`config.mk`:
```
export PLATFORM = sky130hd
export DESIGN_NAME = byte_budget_lru_evictor
export DESIGN_NICKNAME = d
export VERILOG_FILES = /design/src/rtl/core/bblru_pkg.sv /design/src/rtl/core/byte_budget_lru_evictor.sv /design/src/rtl/core/bblru_ram.sv
export SDC_FILE = /design/constraint.sdc
export NUM_CORES = 2
export LEC_CHECK = 0
export BUFFER_PORTS_ARGS = -buffer_cell sky130_fd_sc_hd__buf_2
export CELL_PAD_IN_SITES_DETAIL_PLACEMENT = 2
export CELL_PAD_IN_SITES_GLOBAL_PLACEMENT = 2
export CORE_MARGIN = 8
export CORE_UTILIZATION = 45
export CTS_CLUSTER_SIZE = 20
export DETAILED_ROUTE_END_ITERATION = 16
export HOLD_SLACK_MARGIN = 0.03
export PLACE_DENSITY_LB_ADDON = 0.1
export SYNTH_ARGS = -nofsm -noshare
export SYNTH_HDL_FRONTEND = slang
export SYNTH_SLANG_ARGS = --single-unit
```
`constraint.sdc`:
```
create_clock -name clk -period 10.5 [get_ports clk]
set_input_delay 2.625 -clock clk [delete_from_list [all_inputs] [get_ports clk]]
set_output_delay 2.625 -clock clk [all_outputs]
set_load 0.1 [all_outputs]
```
`src/rtl/core/bblru_pkg.sv`:
```
// ============================================================================
// bblru_pkg: shared types and constants for the byte budget LRU evictor
// Holds the operation codes, payload structs, slot record and FSM states.
// ============================================================================
package bblru_pkg;

  localparam int unsigned ENTRIES         = 16;
  localparam int unsigned IDX_W           = $clog2(ENTRIES);
  localparam int unsigned TOTAL_W         = 28;
  localparam int unsigned SIZE_W          = 24;
  localparam int unsigned STAMP_W         = 32;
  localparam int unsigned HOLD_W          = 8;
  localparam logic [SIZE_W-1:0] MAX_ASSET_BYTES = 24'd16777215;
  localparam logic [TOTAL_W-1:0] TOTAL_MAX      = {TOTAL_W{1'b1}};
  localparam logic [HOLD_W-1:0] HOLD_MAX        = {HOLD_W{1'b1}};

  // Slot record: size, pin, holds, stamp
  localparam int unsigned SLOT_W = SIZE_W + 1 + HOLD_W + STAMP_W;

  // Register map
  localparam logic [1:0] REG_BUDGET = 2'd0;

  typedef enum logic [2:0] {
    OP_TOUCH  = 3'd0,
    OP_PUT    = 3'd1,
    OP_HOLD   = 3'd2,
    OP_UNHOLD = 3'd3,
    OP_REMOVE = 3'd4,
    OP_EVICT  = 3'd5
  } op_t;

  typedef struct packed {
    logic [2:0]        operation;
    logic [3:0]        entry_index;
    logic [SIZE_W-1:0] entry_size;
    logic              pin_request;
  } in_item_t;

  typedef struct packed {
    logic               hit;
    logic [4:0]         evicted_count;
    logic [15:0]        evicted_mask;
    logic [TOTAL_W-1:0] freed_bytes;
    logic [TOTAL_W-1:0] total_bytes;
    logic               over_budget;
    logic               over_budget_new;
  } out_item_t;

  typedef struct packed {
    logic [SIZE_W-1:0]  size;
    logic               pinned;
    logic [HOLD_W-1:0]  holds;
    logic [STAMP_W-1:0] stamp;
  } slot_t;

  typedef enum logic [2:0] {
    ST_IDLE,
    ST_READ,
    ST_MODIFY,
    ST_CHECK,
    ST_SCAN,
    ST_SCAN_LAST,
    ST_OUT
  } state_t;

endpackage

```
`src/rtl/core/byte_budget_lru_evictor.sv`:
```
// ============================================================================
// byte_budget_lru_evictor: size-aware LRU cache directory with byte budget
// Slot records sit in one RAM; valid bits and totals sit in flops. Put,
// unhold and evict run an eviction pass that scans the RAM for the oldest
// unpinned, unheld slot and drops it until the total fits the budget.
// ============================================================================
//  channel | direction | handshake            | payload
//  in_     | input     | in_valid / in_stall  | in_item (in_item_t)
//  out_    | output    | out_valid / out_stall| out_item (out_item_t)
//  cfg_    | input     | APB psel/penable     | budget_bytes at address 0
//
// Steps: an operation without eviction passes through the slot read, modify,
// check, result and idle states. Each victim adds a scan with one RAM read
// per slot visited, then a recheck; a pass that ends over budget adds one
// more scan of the slots. Reset clears valid bits, totals and the use clock
// at once; no clearing pass. A held result waits in the output register
// while out_stall is high; the next item is taken after transfer.
module byte_budget_lru_evictor (
  input  logic                   clk,
  input  logic                   rst_n,
  input  logic                   in_valid,
  output logic                   in_stall,
  input  bblru_pkg::in_item_t    in_item,
  output logic                   out_valid,
  input  logic                   out_stall,
  output bblru_pkg::out_item_t   out_item,
  input  logic                   cfg_psel,
  input  logic                   cfg_penable,
  input  logic                   cfg_pwrite,
  input  logic [1:0]             cfg_paddr,
  input  logic [31:0]            cfg_pwdata,
  output logic [31:0]            cfg_prdata,
  output logic                   cfg_pready
);
  import bblru_pkg::*;

  // Control and data registers
  state_t              state_r, state_nxt;
  in_item_t            item_r, item_nxt;
  logic [ENTRIES-1:0]  valid_r, valid_nxt;
  logic [TOTAL_W-1:0]  total_r, total_nxt;
  logic [STAMP_W-1:0]  clock_r, clock_nxt;
  logic                reported_r, reported_nxt;
  logic [TOTAL_W-1:0]  budget_r;
  out_item_t           res_r, res_nxt;
  logic                hit_r, hit_nxt;
  logic                evict_r, evict_nxt;
  logic [IDX_W-1:0]    scan_r, scan_nxt;
  logic                found_r, found_nxt;
  logic [IDX_W-1:0]    pick_r, pick_nxt;
  slot_t               pick_slot_r, pick_slot_nxt;

  // RAM ports
  logic             ram_we;
  logic [IDX_W-1:0] ram_waddr;
  logic [IDX_W-1:0] ram_raddr;
  slot_t            ram_wdata;
  slot_t            ram_rdata;

  bblru_ram #(
    .WIDTH (SLOT_W),
    .DEPTH (ENTRIES)
  ) u_slot_ram (
    .clk   (clk),
    .we    (ram_we),
    .waddr (ram_waddr),
    .wdata (ram_wdata),
    .raddr (ram_raddr),
    .rdata (ram_rdata)
  );

  // Configuration port
  assign cfg_pready = 1'b1;
  always_comb begin
    cfg_prdata = '0;
    unique case (cfg_paddr)
      REG_BUDGET: cfg_prdata = {{(32-TOTAL_W){1'b0}}, budget_r};
      default:    cfg_prdata = '0;
    endcase
  end

  always_ff @(posedge clk) begin
    if (!rst_n) begin
      budget_r <= TOTAL_MAX;
    end else if (cfg_psel && cfg_penable && cfg_pwrite && cfg_paddr == REG_BUDGET) begin
      budget_r <= cfg_pwdata[TOTAL_W-1:0];
    end
  end

  assign in_stall  = (state_r != ST_IDLE);
  assign out_valid = (state_r == ST_OUT);
  assign out_item  = res_r;

  // Candidate test on the word read this cycle
  logic [IDX_W-1:0] rd_idx;
  logic             cand;
  logic             older;
  logic [SIZE_W-1:0] old_size;
  logic [TOTAL_W-1:0] base;
  logic [TOTAL_W:0]   new_sum;
  slot_t            upd;

  always_comb begin
    state_nxt     = state_r;
    item_nxt      = item_r;
    valid_nxt     = valid_r;
    total_nxt     = total_r;
    clock_nxt     = clock_r;
    reported_nxt  = reported_r;
    res_nxt       = res_r;
    hit_nxt       = hit_r;
    evict_nxt     = evict_r;
    scan_nxt      = scan_r;
    found_nxt     = found_r;
    pick_nxt      = pick_r;
    pick_slot_nxt = pick_slot_r;
    ram_we        = 1'b0;
    ram_waddr     = item_r.entry_index[IDX_W-1:0];
    ram_wdata     = ram_rdata;
    ram_raddr     = item_r.entry_index[IDX_W-1:0];
    upd           = ram_rdata;
    rd_idx        = scan_r - IDX_W'(1);
    cand          = valid_r[rd_idx] && !ram_rdata.pinned && ram_rdata.holds == '0;
    older         = !found_r || (ram_rdata.stamp < pick_slot_r.stamp);
    old_size      = hit_r ? ram_rdata.size : '0;
    base          = total_r - TOTAL_W'(old_size);
    new_sum       = {1'b0, base} + (TOTAL_W+1)'(item_r.entry_size);

    unique case (state_r)
      // Accept an item and start the slot read
      ST_IDLE: begin
        if (in_valid) begin
          item_nxt  = in_item;
          ram_raddr = in_item.entry_index[IDX_W-1:0];
          state_nxt = ST_READ;
        end
      end
      // Wait for the slot word
      ST_READ: begin
        hit_nxt   = valid_r[item_r.entry_index[IDX_W-1:0]];
        res_nxt   = '0;
        evict_nxt = 1'b0;
        state_nxt = ST_MODIFY;
      end
      // Apply the operation and write back the named slot where it changes
      ST_MODIFY: begin
        res_nxt.hit = hit_r;
        case (item_r.operation)
          OP_TOUCH: begin
            if (hit_r) begin
              upd.stamp = clock_r + STAMP_W'(1);
              clock_nxt = clock_r + STAMP_W'(1);
              ram_we    = 1'b1;
            end
          end
          OP_PUT: begin
            if (item_r.entry_size <= MAX_ASSET_BYTES && !new_sum[TOTAL_W]) begin
              upd.pinned = hit_r ? (ram_rdata.pinned | item_r.pin_request)
                                 : item_r.pin_request;
              upd.holds  = hit_r ? ram_rdata.holds : '0;
              upd.size   = item_r.entry_size;
              upd.stamp  = clock_r + STAMP_W'(1);
              clock_nxt  = clock_r + STAMP_W'(1);
              valid_nxt[item_r.entry_index[IDX_W-1:0]] = 1'b1;
              total_nxt  = new_sum[TOTAL_W-1:0];
              ram_we     = 1'b1;
              evict_nxt  = 1'b1;
            end
          end
          OP_HOLD: begin
            if (hit_r && ram_rdata.holds != HOLD_MAX) begin
              upd.holds = ram_rdata.holds + HOLD_W'(1);
              ram_we    = 1'b1;
            end
          end
          OP_UNHOLD: begin
            if (hit_r && ram_rdata.holds != '0) begin
              upd.holds = ram_rdata.holds - HOLD_W'(1);
              ram_we    = 1'b1;
            end
            evict_nxt = 1'b1;
          end
          OP_REMOVE: begin
            if (hit_r) begin
              total_nxt = total_r - TOTAL_W'(ram_rdata.size);
              valid_nxt[item_r.entry_index[IDX_W-1:0]] = 1'b0;
            end
          end
          OP_EVICT: evict_nxt = 1'b1;
          default: ;
        endcase
        ram_wdata = upd;
        state_nxt = ST_CHECK;
      end
      // Decide whether another victim is needed
      ST_CHECK: begin
        res_nxt.total_bytes = total_r;
        if (!evict_r) begin
          state_nxt = ST_OUT;
        end else if (total_r <= budget_r) begin
          reported_nxt = 1'b0;
          state_nxt    = ST_OUT;
        end else begin
          ram_raddr = '0;
          scan_nxt  = IDX_W'(1);
          found_nxt = 1'b0;
          state_nxt = (ENTRIES == 1) ? ST_SCAN_LAST : ST_SCAN;
        end
      end
      // Scan slot words one a cycle for the oldest candidate
      ST_SCAN, ST_SCAN_LAST: begin
        if (cand && older) begin
          found_nxt     = 1'b1;
          pick_nxt      = rd_idx;
          pick_slot_nxt = ram_rdata;
        end
        if (state_r == ST_SCAN) begin
          ram_raddr = scan_r;
          scan_nxt  = scan_r + IDX_W'(1);
          if (scan_r == IDX_W'(ENTRIES-1)) begin
            state_nxt = ST_SCAN_LAST;
          end
        end else begin
          if (!(found_r || (cand && older))) begin
            res_nxt.over_budget = 1'b1;
            if (!reported_r) begin
              reported_nxt            = 1'b1;
              res_nxt.over_budget_new = 1'b1;
            end
            state_nxt = ST_OUT;
          end else begin
            if (cand && older) begin
              pick_nxt = rd_idx;
              pick_slot_nxt = ram_rdata;
            end
            state_nxt = ST_CHECK;
            valid_nxt[(cand && older) ? rd_idx : pick_r] = 1'b0;
            total_nxt = total_r - TOTAL_W'((cand && older) ? ram_rdata.size
                                                          : pick_slot_r.size);
            res_nxt.freed_bytes = res_r.freed_bytes +
              TOTAL_W'((cand && older) ? ram_rdata.size : pick_slot_r.size);
            if (res_r.evicted_count != 5'd31) begin
              res_nxt.evicted_count = res_r.evicted_count + 5'd1;
            end
            res_nxt.evicted_mask[(cand && older) ? rd_idx : pick_r] = 1'b1;
          end
        end
      end
      // Present the result until transfer
      ST_OUT: begin
        if (!out_stall) begin
          state_nxt = ST_IDLE;
        end
      end
      default: state_nxt = ST_IDLE;
    endcase
  end

  always_ff @(posedge clk) begin
    if (!rst_n) begin
      state_r    <= ST_IDLE;
      valid_r    <= '0;
      total_r    <= '0;
      clock_r    <= '0;
      reported_r <= 1'b0;
      evict_r    <= 1'b0;
      found_r    <= 1'b0;
      scan_r     <= '0;
    end else begin
      state_r    <= state_nxt;
      valid_r    <= valid_nxt;
      total_r    <= total_nxt;
      clock_r    <= clock_nxt;
      reported_r <= reported_nxt;
      evict_r    <= evict_nxt;
      found_r    <= found_nxt;
      scan_r     <= scan_nxt;
    end
  end

  always_ff @(posedge clk) begin
    item_r      <= item_nxt;
    res_r       <= res_nxt;
    hit_r       <= hit_nxt;
    pick_r      <= pick_nxt;
    pick_slot_r <= pick_slot_nxt;
  end

  // An accepted item, taken only while no result is pending, starts a slot read
  assert property (@(posedge clk) disable iff (!rst_n)
    (in_valid && !in_stall) |=> state_r == ST_READ)
    else $error("accept did not start a slot read");

  // A result stays until transfer
  assert property (@(posedge clk) disable iff (!rst_n)
    (out_valid && out_stall) |=> (out_valid && $stable(out_item)))
    else $error("stalled result changed");

  // Over budget new implies over budget
  assert property (@(posedge clk) disable iff (!rst_n)
    out_valid |-> (!out_item.over_budget_new || out_item.over_budget))
    else $error("new flag without over budget");

endmodule

```
`src/rtl/core/bblru_ram.sv`:
```
// ============================================================================
// bblru_ram: generic single-port-write, single-read RAM
// One write port and one read port; read data is registered.
// ============================================================================
module bblru_ram #(
  parameter int unsigned WIDTH = 8,
  parameter int unsigned DEPTH = 16
) (
  input  logic                     clk,
  input  logic                     we,
  input  logic [$clog2(DEPTH)-1:0] waddr,
  input  logic [WIDTH-1:0]         wdata,
  input  logic [$clog2(DEPTH)-1:0] raddr,
  output logic [WIDTH-1:0]         rdata
);

  logic [WIDTH-1:0] mem [DEPTH];

  // Write, then register the read word
  always_ff @(posedge clk) begin
    if (we) begin
      mem[waddr] <= wdata;
    end
    rdata <= mem[raddr];
  end

endmodule

```
==> impl_results.md <==
- CP required: 10900 ps
- Initial core utilization: 45.1%
- Wire per inst: 31.4 um
- Worst Hold Class: flop to flop
- Slew @ Worst Pin: 1340 ps
- Asr flop ratio synth: 0%
- Final Wtd Congestion: 0.851
- Final-report hold violation count: 0
- Top layer used by detailed routing: met5
- Design Area, Final: 70800 um2
- Max_cap viols: 0
- DR DRC count: 0
- Final std cells w/o fill: 6808
- Most frequent cell after synthesis: edfxtp_1
- Hold Crit Start: reported_r
- Crit path largest cell delay: 1020 ps
- Max IR drop VDD: 0.174 mV
- Switch share: 30.7%
- Placed inst area: 65900 um2
- First drt pass iteration count: 6
- Top FF cell, synth: edfxtp_1
- Most frequent CP cell: a21o_1
- R2r worst-path depth: 26
- Kind of critical path: flop to flop
- Cell Area, Synth: 62600 um2
- Die width: 389 um
- Skew final: 34.8 ps
- CP arrival: 9260 ps
- Placed Cells: 6524
- Outcome: finished clean
- Layout area overhead: 13.2%
- Seq/Total Area, Yosys: 63.9%
- Post-synth top area share: 58.2%
- Slew Viols, Final: 0
- Die area: 151000 um2
- Synth warn: 0
- Final worst slack: 1640 ps
- Final min period: 8860 ps
- Routed vias/inst: 6.12
- Post-synthesis cell type count: 86
- Synth area leader: edfxtp_1
- GRT Overall Usage: 27.5%
- Number of diodes: 0
- Total gr overflow: 0
- Final period util: 84.4%
- Post-CTS Hold Fix Bufs: 0
- CP Launch Type: flop
- RR Startpoint: hit_r
- F_max: 0.113 GHz
- Slew headroom: 10.1%
- First-pass GRT wire length: 312 mm
- Layout cell share with drive strength beyond 1: 12.8%
- Avg Cell Area, Syn: 13.4 um2
- Commonest cells post-synth: edfxtp_1, mux2i_1, nand2_1, nor2_1, ha_1
- Flop2flop setup slack: 1640 ps
- Critical Path End Type: flop
- Routed met1 length: 87.6 mm
- I/O Buffers: 178
- DRT antenna net count: 0
- Clk_lat worst skew: 780 ps
- Clock power frac: 35.0%
- # fillers: 13100
- Final setup violation count: 0
- R2R Path End: u_slot_ram.mem[15][6]
- Vert. Die Dim: 389 um
- Sink Count: 1392
- Cells after synthesis: 4673
- Setup_tns: 0 ps
- Final wirelength: 214 mm
- Initial antenna violation count: 6
- Dpl ws: 1680 ps
- Pin count of the biggest net entering global routing: 136
- Register share of total power: 44.8%
- Htree depth: 4
- Critical path fanouts, max: 25
- WL met2: 110 mm
- Post-layout nets: 5137
- Int Pwr: 10.5 mW
- Met3 wire length: 9.21 mm
- Worst hold path depth: 2
- PD cells: 213 nW/um2
- Initial DRC Count: 2776
- Worst-path clk slew: 60 ps
- WHS Endpoint: reported_r
- Leakage Power: 26.7 nW
- Post-CTS sizing: 0
- Psw: 4.64 mW
- Vias in the first global route: 46000
- Row Count: 137
- Main area contributors after synthesis: edfxtp_1, mux2i_1, dfxtp_1, ha_1, nand2_1
- Clk root buf: clkbuf_16
- I/O pins: 188
- Core Region: 139000 um2
- Vias: 41600
- Unrepaired setup endpoints after global routing: no
- Gate power share: 20.2%
- EDFF count, synth: 1213
- Clock Tree Buf Depth: 3
- CP max stage cell: edfxtp_1
- CTS tree: built
- Fin util: 51.0%
- Number of synthesized register bits: 1392
- Setup Buffers After CTS: 0
- Detailed Place HPWL: 132 mm
- Num CTS Buffers: 153
power groups by stage:
stage / sequential (mW) / combinational [mW] / clock [mW]
final: 6.76 / 3.06 / 5.29
after CTS: 6.76 / 3.05 / 5.38
after global routing: 6.78 / 3.27 / 5.55
after floorplan: 6.86 / 1.91 / 0
after detailed placement: 6.87 / 3.00 / 0
after global placement: 6.86 / 2.83 / 0
logic make-up (layout without fill, tap and decap cells):
kind of cell / count (synthesis) / after routing / synth area share, %
adder cells (fa/ha/maj): 192 / 192 / 3.90
flip-flops: 1392 / 1392 / 63.9
AND/OR/NAND/NOR: 1027 / 1027 / 8.02
AO/OA/AOI/OAI: 968 / 968 / 10.4
multiplexers: 556 / 556 / 9.19
other: 2 / 5 / 0.0120
XOR/XNOR: 144 / 144 / 2.02
buffers and inverters: 392 / 717 / 2.55
cell usage in the layout, fill, tap and decap left out, types with 61 or more instances in the layout:
| cell | instances |
|---|---|
| ha_1 | 187 |
| o22ai_1 | 182 |
| nor3_1 | 70 |
| buf_4 | 97 |
| nand3_1 | 66 |
| a21o_1 | 93 |
| buf_2 | 177 |
| inv_1 | 146 |
| mux2i_1 | 490 |
| xnor2_1 | 83 |
| a211oi_1 | 74 |
| o21ai_0 | 113 |
| a21oi_1 | 183 |
| nor2_1 | 190 |
| clkbuf_16 | 155 |
| edfxtp_1 | 1213 |
| xor2_1 | 61 |
| o211ai_1 | 83 |
| dfxtp_1 | 179 |
| nand2_1 | 337 |
per-stage QoR:
step,hold WS (ps),power [mW]
final,485,15.1
after global routing,497,15.6
after CTS,489,15.2
after detailed placement,455,9.87
after global placement,443,9.69
after floorplan,421,8.77
final cells by class:
cell class              count  area (um2)  area share, %
inverters                 148         556          0.784
clock buffers             214        4250           6.00
repair buffers            285        1830           2.59
flip-flops and latches   1392       40000           56.5
well taps                1807        2260           3.19
multi-input cells        2892       21300           30.1
clock inverters            70         618          0.873
worst max path at each step:
stage                                         to  start  depth (start not counted)  slack (ps)
after floorplan            u_slot_ram.mem[15][0]  hit_r                         29        1900
after global placement    u_slot_ram.mem[15][31]  hit_r                         26        2030
after detailed placement  u_slot_ram.mem[15][21]  hit_r                         26        1680
after CTS                  u_slot_ram.mem[15][6]  hit_r                         26        1610
after global routing       u_slot_ram.mem[15][6]  hit_r                         26        1360
final                      u_slot_ram.mem[15][6]  hit_r                         26        1640
registers in the layout, summed over array words and instances (netlist names), 3 cells and up, named ones only:
| register | cells |
|---|---|
| scan_r | 4 |
| state_r | 3 |
| clock_r | 32 |
| out_item | 80 |
| budget_r | 28 |
| ram_waddr | 4 |
| pick_r | 3 |
| total_r | 28 |
| item_r | 28 |
| u_slot_ram.rdata | 65 |
| u_slot_ram.mem | 1040 |
layer usage:
metal	track usage (%)	up-vias
met1	34.0	21800
met3	3.49	387
met4	9.06	2
met2	49.7	1189
met5	0	-
li1	-	18300
worst max-delay path, delay by kind of cell (launching register included):
| kind | cells | cell delay (ps) |
|---|---|---|
| AOI/OAI and AO/OA | 13 | 2990 |
| and+or+nand+nor | 9 | 2920 |
| DFF | 1 | 1020 |
| adders and majority gates | 2 | 720 |
| buffers and inverters | 1 | 630 |
| xor gates and xnor gates | 1 | 170 |
No activity file was read; power rests on OpenSTA's default activity.
